==> config.mk <==
export PLATFORM = sky130hd
export DESIGN_NAME = oid_stream_decoder_unit
export DESIGN_NICKNAME = d
export VERILOG_FILES = /design/src/rtl/core/osd_pkg.sv /design/src/rtl/core/oid_stream_decoder_unit.sv /design/src/rtl/core/osd_cmd_fifo.sv /design/src/rtl/core/osd_front.sv /design/src/rtl/core/osd_back.sv
export SDC_FILE = /design/constraint.sdc
export NUM_CORES = 1
export LEC_CHECK = 0
export ABC_AREA = 1
export BUFFER_PORTS_ARGS = -buffer_cell sky130_fd_sc_hd__clkbuf_2
export CORE_ASPECT_RATIO = 0.8
export CORE_MARGIN = 2
export CORE_UTILIZATION = 50
export CTS_BUF_LIST = sky130_fd_sc_hd__clkbuf_4 sky130_fd_sc_hd__clkbuf_8
export CTS_CLUSTER_SIZE = 40
export DETAILED_ROUTE_END_ITERATION = 8
export PLACE_DENSITY = 0.7
export SLEW_MARGIN = 20
export SYNTH_ARGS = -nofsm -noshare
export SYNTH_HDL_FRONTEND = slang
export SYNTH_SLANG_ARGS = --single-unit
==> constraint.sdc <==
create_clock -name clk_i -period 4.4 [get_ports clk_i]
set_clock_uncertainty 0.1 [all_clocks]
set_input_delay 0.22 -clock clk_i [delete_from_list [all_inputs] [get_ports clk_i]]
set_output_delay 0.22 -clock clk_i [all_outputs]
set_load 0.01 [all_outputs]
==> src/rtl/core/osd_pkg.sv <==
// ----------------------------------------------------------------------------
// osd_pkg
// Shared types and constants of the object identifier stream decoder.
// ----------------------------------------------------------------------------
package osd_pkg;

  typedef enum logic [2:0] {
    PH_COUNT    = 3'd0,
    PH_PREFIX   = 3'd1,
    PH_INCLUDE  = 3'd2,
    PH_RESERVED = 3'd3,
    PH_SUBIDS   = 3'd4,
    PH_SKIP     = 3'd5
  } phase_e;

  typedef enum logic [1:0] {
    ST_OK    = 2'd0,
    ST_TRUNC = 2'd1,
    ST_INCL  = 2'd2
  } status_e;

  localparam int unsigned BurstLen = 5;
  localparam int unsigned BeatW    = 3;

  // one command from the front; burst expands to the five prefix subids
  typedef struct packed {
    logic        burst;
    logic [31:0] value;
    logic        has_value;
    logic        incl;
    status_e     status;
    logic        last;
  } cmd_t;

  typedef struct packed {
    logic [31:0] value;
    logic        has_value;
    logic        incl;
    status_e     status;
    logic        last;
  } res_t;

  // subids 1.3.6.1 ahead of the prefix byte
  function automatic logic [31:0] prefix_subid(input logic [BeatW-1:0] beat);
    logic [31:0] v;
    case (beat)
      3'd0:    v = 32'd1;
      3'd1:    v = 32'd3;
      3'd2:    v = 32'd6;
      3'd3:    v = 32'd1;
      default: v = 32'd0;
    endcase
    return v;
  endfunction

endpackage

==> src/rtl/core/oid_stream_decoder_unit.sv <==
// A byte's command passes the command queue, then the output register, to the ports.
// Throughput: one byte per cycle unless the queue is full; results leave at one item
// per cycle while popped, and a prefix expansion holds the back end for its five items.
// The command queue (CmdDepth entries) decouples the byte decoder; full stalls input.
// Reset (asynchronous, active low): big-endian order, awaiting count byte, queues empty.
// ----------------------------------------------------------------------------
// oid_stream_decoder_unit
// Streaming AgentX object identifier decoder, queue-style ports on both sides.
// ----------------------------------------------------------------------------
module oid_stream_decoder_unit #(
  parameter int unsigned CmdDepth = 4
) (
  input  logic        clk_i,
  input  logic        rst_ni,
  input  logic        cfg_we_i,
  input  logic        cfg_wdata_i,
  input  logic        push,
  output logic        full,
  input  logic [7:0]  data_byte_i,
  input  logic        end_of_buffer_i,
  output logic        empty,
  input  logic        pop,
  output logic [31:0] subid_value_o,
  output logic        has_value_o,
  output logic        include_flag_o,
  output logic [1:0]  status_o,
  output logic        last_of_object_o
);

  logic          accept, cmd_valid, cmd_empty, cmd_pop;
  osd_pkg::cmd_t cmd_in, cmd_out;
  osd_pkg::res_t res;

  assign accept = push && !full;

  osd_front u_front (
    .clk_i           (clk_i),
    .rst_ni          (rst_ni),
    .cfg_we_i        (cfg_we_i),
    .cfg_wdata_i     (cfg_wdata_i),
    .accept_i        (accept),
    .data_byte_i     (data_byte_i),
    .end_of_buffer_i (end_of_buffer_i),
    .cmd_valid_o     (cmd_valid),
    .cmd_o           (cmd_in)
  );

  osd_cmd_fifo #(
    .DEPTH (CmdDepth)
  ) u_cmd_fifo (
    .clk_i   (clk_i),
    .rst_ni  (rst_ni),
    .push_i  (cmd_valid),
    .wdata_i (cmd_in),
    .full_o  (full),
    .pop_i   (cmd_pop),
    .rdata_o (cmd_out),
    .empty_o (cmd_empty)
  );

  osd_back u_back (
    .clk_i       (clk_i),
    .rst_ni      (rst_ni),
    .cmd_empty_i (cmd_empty),
    .cmd_i       (cmd_out),
    .cmd_pop_o   (cmd_pop),
    .empty_o     (empty),
    .pop_i       (pop),
    .res_o       (res)
  );

  assign subid_value_o    = res.value;
  assign has_value_o      = res.has_value;
  assign include_flag_o   = res.incl;
  assign status_o         = res.status;
  assign last_of_object_o = res.last;

endmodule

==> src/rtl/core/osd_cmd_fifo.sv <==
// ----------------------------------------------------------------------------
// osd_cmd_fifo
// Short command queue between the front decoder and the result back end.
// ----------------------------------------------------------------------------
module osd_cmd_fifo #(
  parameter int unsigned DEPTH = 4
) (
  input  logic          clk_i,
  input  logic          rst_ni,
  input  logic          push_i,
  input  osd_pkg::cmd_t wdata_i,
  output logic          full_o,
  input  logic          pop_i,
  output osd_pkg::cmd_t rdata_o,
  output logic          empty_o
);

  localparam int unsigned PtrW = (DEPTH > 1) ? $clog2(DEPTH) : 1;
  localparam int unsigned CntW = $clog2(DEPTH + 1);

  osd_pkg::cmd_t mem_q [DEPTH];
  logic [PtrW-1:0] wr_ptr_q, wr_ptr_d, rd_ptr_q, rd_ptr_d;
  logic [CntW-1:0] cnt_q, cnt_d;
  logic            do_push, do_pop;

  assign full_o  = (cnt_q == CntW'(DEPTH));
  assign empty_o = (cnt_q == '0);
  assign do_push = push_i && !full_o;
  assign do_pop  = pop_i && !empty_o;
  assign rdata_o = mem_q[rd_ptr_q];

  always_comb begin
    wr_ptr_d = wr_ptr_q;
    rd_ptr_d = rd_ptr_q;
    cnt_d    = cnt_q;
    if (do_push) begin
      wr_ptr_d = (wr_ptr_q == PtrW'(DEPTH - 1)) ? '0 : wr_ptr_q + 1'b1;
    end
    if (do_pop) begin
      rd_ptr_d = (rd_ptr_q == PtrW'(DEPTH - 1)) ? '0 : rd_ptr_q + 1'b1;
    end
    if (do_push && !do_pop) begin
      cnt_d = cnt_q + 1'b1;
    end else if (do_pop && !do_push) begin
      cnt_d = cnt_q - 1'b1;
    end
  end

  always_ff @(posedge clk_i or negedge rst_ni) begin
    if (!rst_ni) begin
      wr_ptr_q <= '0;
      rd_ptr_q <= '0;
      cnt_q    <= '0;
    end else begin
      wr_ptr_q <= wr_ptr_d;
      rd_ptr_q <= rd_ptr_d;
      cnt_q    <= cnt_d;
    end
  end

  always_ff @(posedge clk_i) begin
    if (do_push) begin
      mem_q[wr_ptr_q] <= wdata_i;
    end
  end

`ifndef SYNTH
  assert property (@(posedge clk_i) disable iff (!rst_ni)
    cnt_q <= CntW'(DEPTH))
    else $error("osd_cmd_fifo: count beyond depth");

  assert property (@(posedge clk_i) disable iff (!rst_ni)
    do_push && !do_pop |=> cnt_q == $past(cnt_q) + 1'b1)
    else $error("osd_cmd_fifo: push not counted");

  assert property (@(posedge clk_i) disable iff (!rst_ni)
    (cnt_q == '0) |-> (wr_ptr_q == rd_ptr_q))
    else $error("osd_cmd_fifo: pointers apart while empty");
`endif

endmodule

==> src/rtl/core/osd_front.sv <==
// ----------------------------------------------------------------------------
// osd_front
// Header and subid byte decoder; turns each byte into at most one command.
// ----------------------------------------------------------------------------
module osd_front (
  input  logic          clk_i,
  input  logic          rst_ni,
  input  logic          cfg_we_i,
  input  logic          cfg_wdata_i,
  input  logic          accept_i,
  input  logic [7:0]    data_byte_i,
  input  logic          end_of_buffer_i,
  output logic          cmd_valid_o,
  output osd_pkg::cmd_t cmd_o
);

  osd_pkg::phase_e phase_q, phase_d;
  logic [7:0]  left_q, left_d, left_dec;
  logic [1:0]  pos_q, pos_d, lane;
  logic [31:0] word_q, word_d, word_new;
  logic [7:0]  prefix_q, prefix_d;
  logic        incl_q, incl_d;
  logic        big_q;
  logic [4:0]  shift;

  assign lane     = big_q ? ~pos_q : pos_q;
  assign shift    = {lane, 3'b000};
  assign word_new = ((pos_q == 2'd0) ? 32'd0 : word_q) | ({24'd0, data_byte_i} << shift);
  assign left_dec = left_q - 8'd1;

  always_comb begin
    phase_d  = phase_q;
    left_d   = left_q;
    pos_d    = pos_q;
    word_d   = word_q;
    prefix_d = prefix_q;
    incl_d   = incl_q;
    cmd_valid_o     = 1'b0;
    cmd_o.burst     = 1'b0;
    cmd_o.value     = 32'd0;
    cmd_o.has_value = 1'b0;
    cmd_o.incl      = incl_q;
    cmd_o.status    = osd_pkg::ST_OK;
    cmd_o.last      = 1'b0;
    if (accept_i) begin
      unique case (phase_q)
        osd_pkg::PH_PREFIX: begin
          prefix_d = data_byte_i;
          if (end_of_buffer_i) begin
            cmd_valid_o  = 1'b1;
            cmd_o.status = osd_pkg::ST_TRUNC;
            cmd_o.last   = 1'b1;
            phase_d      = osd_pkg::PH_COUNT;
          end else begin
            phase_d = osd_pkg::PH_INCLUDE;
          end
        end
        osd_pkg::PH_INCLUDE: begin
          if (end_of_buffer_i) begin
            cmd_valid_o  = 1'b1;
            cmd_o.status = osd_pkg::ST_TRUNC;
            cmd_o.last   = 1'b1;
            phase_d      = osd_pkg::PH_COUNT;
          end else if (data_byte_i > 8'd1) begin
            cmd_valid_o  = 1'b1;
            cmd_o.status = osd_pkg::ST_INCL;
            cmd_o.last   = 1'b1;
            phase_d      = osd_pkg::PH_SKIP;
          end else begin
            incl_d  = data_byte_i[0];
            phase_d = osd_pkg::PH_RESERVED;
          end
        end
        osd_pkg::PH_RESERVED: begin
          if (end_of_buffer_i && left_q != 8'd0) begin
            cmd_valid_o  = 1'b1;
            cmd_o.status = osd_pkg::ST_TRUNC;
            cmd_o.last   = 1'b1;
            phase_d      = osd_pkg::PH_COUNT;
          end else begin
            if (prefix_q != 8'd0) begin
              cmd_valid_o     = 1'b1;
              cmd_o.burst     = 1'b1;
              cmd_o.value     = {24'd0, prefix_q};
              cmd_o.has_value = 1'b1;
              cmd_o.last      = (left_q == 8'd0);
            end else if (left_q == 8'd0) begin
              cmd_valid_o = 1'b1;
              cmd_o.last  = 1'b1;
            end
            if (left_q == 8'd0) begin
              phase_d = osd_pkg::PH_COUNT;
            end else begin
              pos_d   = 2'd0;
              word_d  = 32'd0;
              phase_d = osd_pkg::PH_SUBIDS;
            end
          end
        end
        osd_pkg::PH_SUBIDS: begin
          word_d = word_new;
          if (pos_q == 2'd3) begin
            left_d = left_dec;
            pos_d  = 2'd0;
            cmd_valid_o = 1'b1;
            if (left_dec == 8'd0) begin
              cmd_o.value     = word_new;
              cmd_o.has_value = 1'b1;
              cmd_o.last      = 1'b1;
              phase_d         = osd_pkg::PH_COUNT;
            end else if (end_of_buffer_i) begin
              cmd_o.status = osd_pkg::ST_TRUNC;
              cmd_o.last   = 1'b1;
              phase_d      = osd_pkg::PH_COUNT;
            end else begin
              cmd_o.value     = word_new;
              cmd_o.has_value = 1'b1;
            end
          end else begin
            pos_d = pos_q + 2'd1;
            if (end_of_buffer_i) begin
              cmd_valid_o  = 1'b1;
              cmd_o.status = osd_pkg::ST_TRUNC;
              cmd_o.last   = 1'b1;
              pos_d        = 2'd0;
              phase_d      = osd_pkg::PH_COUNT;
            end
          end
        end
        osd_pkg::PH_SKIP: begin
          if (end_of_buffer_i) begin
            phase_d = osd_pkg::PH_COUNT;
          end
        end
        default: begin
          // count byte
          left_d = data_byte_i;
          incl_d = 1'b0;
          if (end_of_buffer_i) begin
            cmd_valid_o  = 1'b1;
            cmd_o.incl   = 1'b0;
            cmd_o.status = osd_pkg::ST_TRUNC;
            cmd_o.last   = 1'b1;
            phase_d      = osd_pkg::PH_COUNT;
          end else begin
            phase_d = osd_pkg::PH_PREFIX;
          end
        end
      endcase
    end
  end

  always_ff @(posedge clk_i or negedge rst_ni) begin
    if (!rst_ni) begin
      phase_q  <= osd_pkg::PH_COUNT;
      left_q   <= 8'd0;
      pos_q    <= 2'd0;
      prefix_q <= 8'd0;
      incl_q   <= 1'b0;
      big_q    <= 1'b1;
    end else begin
      phase_q  <= phase_d;
      left_q   <= left_d;
      pos_q    <= pos_d;
      prefix_q <= prefix_d;
      incl_q   <= incl_d;
      if (cfg_we_i) begin
        big_q <= cfg_wdata_i;
      end
    end
  end

  always_ff @(posedge clk_i) begin
    word_q <= word_d;
  end

`ifndef SYNTH
  assert property (@(posedge clk_i) disable iff (!rst_ni)
    accept_i && phase_q == osd_pkg::PH_SKIP && end_of_buffer_i |=> phase_q == osd_pkg::PH_COUNT)
    else $error("osd_front: skip not left at buffer end");

  assert property (@(posedge clk_i) disable iff (!rst_ni)
    phase_q != osd_pkg::PH_SUBIDS |-> pos_q == 2'd0)
    else $error("osd_front: byte position stale outside subids");

  assert property (@(posedge clk_i) disable iff (!rst_ni)
    phase_q == osd_pkg::PH_SUBIDS |-> left_q != 8'd0)
    else $error("osd_front: subid phase with nothing left");
`endif

endmodule

==> src/rtl/core/osd_back.sv <==
// ----------------------------------------------------------------------------
// osd_back
// Expands queued commands into result items and holds the output register.
// ----------------------------------------------------------------------------
module osd_back (
  input  logic          clk_i,
  input  logic          rst_ni,
  input  logic          cmd_empty_i,
  input  osd_pkg::cmd_t cmd_i,
  output logic          cmd_pop_o,
  output logic          empty_o,
  input  logic          pop_i,
  output osd_pkg::res_t res_o
);

  localparam logic [osd_pkg::BeatW-1:0] LastBeat = osd_pkg::BeatW'(osd_pkg::BurstLen - 1);

  logic [osd_pkg::BeatW-1:0] beat_q, beat_d;
  logic          out_valid_q, out_valid_d;
  osd_pkg::res_t out_q, out_d;
  logic          adv, take, final_beat;

  assign adv        = !out_valid_q || pop_i;
  assign take       = adv && !cmd_empty_i;
  assign final_beat = !cmd_i.burst || (beat_q == LastBeat);
  assign cmd_pop_o  = take && final_beat;
  assign empty_o    = !out_valid_q;
  assign res_o      = out_q;

  always_comb begin
    beat_d      = beat_q;
    out_valid_d = out_valid_q;
    out_d.value     = cmd_i.value;
    out_d.has_value = cmd_i.has_value;
    out_d.incl      = cmd_i.incl;
    out_d.status    = cmd_i.status;
    out_d.last      = cmd_i.last;
    if (cmd_i.burst && beat_q != LastBeat) begin
      out_d.value = osd_pkg::prefix_subid(beat_q);
      out_d.last  = 1'b0;
    end
    if (take) begin
      out_valid_d = 1'b1;
      beat_d      = final_beat ? '0 : beat_q + 1'b1;
    end else if (adv) begin
      out_valid_d = 1'b0;
    end
  end

  always_ff @(posedge clk_i or negedge rst_ni) begin
    if (!rst_ni) begin
      beat_q      <= '0;
      out_valid_q <= 1'b0;
    end else begin
      beat_q      <= beat_d;
      out_valid_q <= out_valid_d;
    end
  end

  always_ff @(posedge clk_i) begin
    if (take) begin
      out_q <= out_d;
    end
  end

`ifndef SYNTH
  assert property (@(posedge clk_i) disable iff (!rst_ni)
    beat_q != '0 |-> !cmd_empty_i && cmd_i.burst)
    else $error("osd_back: burst beat without burst command");

  assert property (@(posedge clk_i) disable iff (!rst_ni)
    out_valid_q && out_q.status != osd_pkg::ST_OK |-> !out_q.has_value && out_q.last)
    else $error("osd_back: malformed error item");

  assert property (@(posedge clk_i) disable iff (!rst_ni)
    out_valid_q && !out_q.has_value |-> out_q.value == 32'd0)
    else $error("osd_back: value on item without subid");
`endif

endmodule
==> impl_metrics.csv <==
group,metric,value,unit
clocking,htreeDepth,2,
clocking,clock_path_buffers,3,
global_route,grt_pass1_vias,6898,
sta,period_share,75.7,%
placed_design,place_ws,1.08,ns
global_route,grt_pass1_wl,36600,um
synth,syn-mean-instance-area,11.6,um^2
sta,setup_tns,0,ns
power_and_ir_drop,combPwrFrac,31.7,%
worst_hold_path,hold_path_class,"primary input to flop",
synth,synth_top_area_cell,"edfxtp_1",
sta,slew_headroom,33.6,%
synth,ys_warn_count,0,
detailed_routing,drc_errors,0,
power_and_ir_drop,vdd_ir_drop_max,345,uV
synth,async_flop_share,13.3,%
floorplan,initial_core_util,50.9,%
sta,drv_slew,0,
placed_design,gp_congestion,0.898,
setup_path,critPathMaxStageDelay,0.43,ns
setup_path,path_common_cell,"nand2_1",
setup_path,critPathBufInv,4,
placed_design,place_area,0.0115,mm^2
setup_path,crit_required,4.73,ns
synth,ys_types,38,
placed_design,dp_hpwl,14300,um
layout,area_delta_synth_final,13.8,%
floorplan,ios,54,
setup_path,path_cells,"inv_1, nand2_1, nor2_4, inv_2, nand2_1, nand2_1, nand3_1, nand2_1, inv_1, ha_1, inv_1, fa_1, a21oi_1, o21ai_0, xor2_1",
synth,ys_seq_area_share,68.5,%
layout,final_cells,1321,
outcome,status,"finished, final reports clean",
sta,setup_viol,0,
setup_path,cp_max_fo,41,
sta,hold_viol,0,
sta,fin_crit,3.33,ns
global_route,antenna_found_initial,0,
layout,drive_gt1_share,16.4,%
global_route,grt_usage,20.7,%
floorplan,die_area,0.0231,mm^2
placed_design,dp.cells,1237,
layout,fill_cells,1779,
clocking,cts.sinks,255,
floorplan,die_y,136,um
detailed_routing,routed_wl,23200,um
synth,synth_fp_nets,975,
setup_path,start_kind,"flop",
power_and_ir_drop,swShare,35.9,%
power_and_ir_drop,p_leak,4.76,nW
synth,ys.flop_type,"edfxtp_1",
clocking,cts_setup_buffers,0,
detailed_routing,routedWlPerCell,17.6,um
power_and_ir_drop,switchingPower,2.93,mW
setup_path,crit_arrival,3.66,ns
clocking,cts_tree,"built",
layout,final_cell_area,0.0124,mm^2
detailed_routing,num_vias,7190,
sta,timing.fmax,300,MHz
global_route,grt_max_degree,77,
power_and_ir_drop,p_per_area,655,mW/mm^2
setup_path,critPathKind,"flop to flop",
clocking,cts-root-buf,"clkbuf_8",
placed_design,io_buffers,53,
clocking,clk_pin_slew_worst_paths,0.06,ns
sta,rsz0062_at_grt,"no",
detailed_routing,drt_iter0_drc,648,
power_and_ir_drop,p_int,5.23,mW
detailed_routing,ant_nets,0,
floorplan,core_area,0.0215,mm^2
synth,synth_top_area_share,60.7,%
setup_path,critPathSlowestCell,"fa_1",
setup_path,crit_family,"simple AND/OR/NAND/NOR gates",
global_route,globalRoute.totalOverflow,0,
sta,tightest_slew,0.995,ns
synth,synth-edff-count,221,
layout,nets,1047,
floorplan,rows,48,
synth,synthesis.instances,944,
setup_path,endpoint_kind,"flop",
power_and_ir_drop,seq_power_share,42.7,%
detailed_routing,drt_pass1_iterations,5,
synth,synth.ff_latch_count,255,
layout,num_antenna_cells,0,
floorplan,die_w,169,um
sta,layout_setup_ws,1.07,ns
detailed_routing,viasPerCell,5.44,
job,drv_cap,0,
power_and_ir_drop,clock_power_share,25.6,%
power_and_ir_drop,total_power,8.15,mW
synth,netlist_area,0.0109,mm^2
clocking,clkLatencyLatePin,0.56,ns
synth,ys_top_cells_by_area,"edfxtp_1 (61%), dfrtp_1 (7.5%), o21ai_0 (5.2%), nor2_1 (4.9%), nand2_1 (4.0%)",
clocking,cts_buffers,40,
[cell type report]
type | instances | area, um^2 | area share, %
Multi-Input combinational cell | 554 | 2970 | 23.9
Inverter | 89 | 334 | 2.68
Clock inverter | 17 | 135 | 1.09
Timing Repair Buffer | 76 | 468 | 3.76
Clock buffer | 55 | 707 | 5.68
Tap cell | 275 | 344 | 2.76
Sequential cell | 255 | 7490 | 60.2
[Yosys cell counts (all sizes together), types with 2 or more instances]
cell type and number:
nand4 5, buf 10, o21ai 116, o31ai 2, dfrtp 33, o211ai 2, nor2 168, xor2 2
a31oi 3, ha 15, nand3 16, clkbuf 36, inv 88, nor3 3, a32oi 32, xnor2 2
edfxtp 221, nand2 121, o22ai 39, a21oi 25
[sequential cells by signal (all words and copies together) (netlist names)]
register / flops
u_front.incl_q: 1
u_cmd_fifo.cnt_q: 3
u_front.phase_q: 3
u_front.pos_q: 2
u_back.res_o: 37
u_cmd_fifo.mem_q: 152
u_cmd_fifo.rd_ptr_q: 2
u_front.prefix_q: 8
u_back.beat_q: 3
u_front.word_q: 32
u_front.big_q: 1
u_front.left_q: 8
u_back.out_valid_q: 1
u_cmd_fifo.wr_ptr_q: 2
[cell families (layout without fill, tap and decap cells)]
group           Yosys count  in the layout  share of synthesized area (%)
compound gates          220            220                           11.8
simple gates            314            314                           12.7
buf+inv                 135            237                           4.85
xor+xnor                  4              4                          0.389
fa+ha+maj                16             16                           1.90
flops                   255            255                           68.5
[path summary, 6_finish.rpt]
check                                     from  cells after the start                     end  slack (ns)
setup / recovery            u_front.phase_q[1]                     15     u_cmd_fifo.cnt_q[2]        1.07
hold / removal                  data_byte_i[3]                      3     u_front.prefix_q[3]        0.04
setup reg to reg            u_front.phase_q[1]                     15     u_cmd_fifo.cnt_q[2]        1.07
hold reg to reg            u_front.prefix_q[3]                      2     u_front.prefix_q[3]        0.42
max in group asynchronous               rst_ni                      2  u_cmd_fifo.rd_ptr_q[0]        3.34
min in group asynchronous               rst_ni                      2     u_front.prefix_q[7]        0.23
[power groups by stage]
stage | Combinational [mW] | Sequential (mW) | Clock (mW)
4_1_cts | 2.60 | 3.49 | 2.12
3_5_place_dp | 2.58 | 3.53 | 0
6_report | 2.58 | 3.48 | 2.08
3_3_place_gp | 2.53 | 3.52 | 0
2_1_floorplan | 1.71 | 3.61 | 0
5_1_grt | 2.94 | 3.53 | 2.23
[stage by stage]
stage	hold WS, ns	utilization (%)
6_report	0.0448	57.9
5_1_grt	0.0189	57.9
4_1_cts	0.0186	57.9
3_3_place_gp	0.286	53.4
3_5_place_dp	0.286	53.4
2_1_floorplan	-0.176	-
[worst register-to-register path, stage by stage (launching register included)]
cell     delay [ns]
dfrtp_1        0.38
inv_1          0.08
nand2_1        0.12
nor2_4         0.32
inv_2          0.37
nand2_1        0.16
nand2_1        0.06
nand3_1        0.13
nand2_1        0.30
inv_1          0.14
ha_1           0.15
inv_1          0.07
fa_1           0.43
a21oi_1        0.14
o21ai_0        0.11
xor2_1         0.15
[placed cells by master, fill, tap and decap left out, types with 25 or more instances in the layout]
cell type | synthesis | routed
o22ai_1 | 39 | 39
a32oi_1 | 32 | 32
clkbuf_2 | 1 | 53
inv_1 | 86 | 85
nand2_1 | 118 | 118
o21ai_0 | 114 | 113
dfrtp_1 | 33 | 32
a21oi_1 | 25 | 25
clkbuf_8 | 0 | 47
nor2_1 | 142 | 137
edfxtp_1 | 221 | 221
[routing by layer]
| metal | vias to the layer above | wire (um) | share of wire [%] | global-route usage [%] |
|---|---|---|---|---|
| met5 | - | 0 | 0 | 0 |
| met4 | 0 | 349 | 1.5 | 6.13 |
| met3 | 31 | 1930 | 8.3 | 4.72 |
| met2 | 257 | 10000 | 43 | 30.6 |
| met1 | 3430 | 10900 | 47 | 30.8 |
| li1 | 3472 | - | - | - |
[what timing repair did]
item,CTS,global route
hold buffers,12,0
setup endpoints to repair,0,0
endpoints found under the hold margin,46,0
resized for setup,0,0
Note: power is estimated with default switching activity, not from simulation.
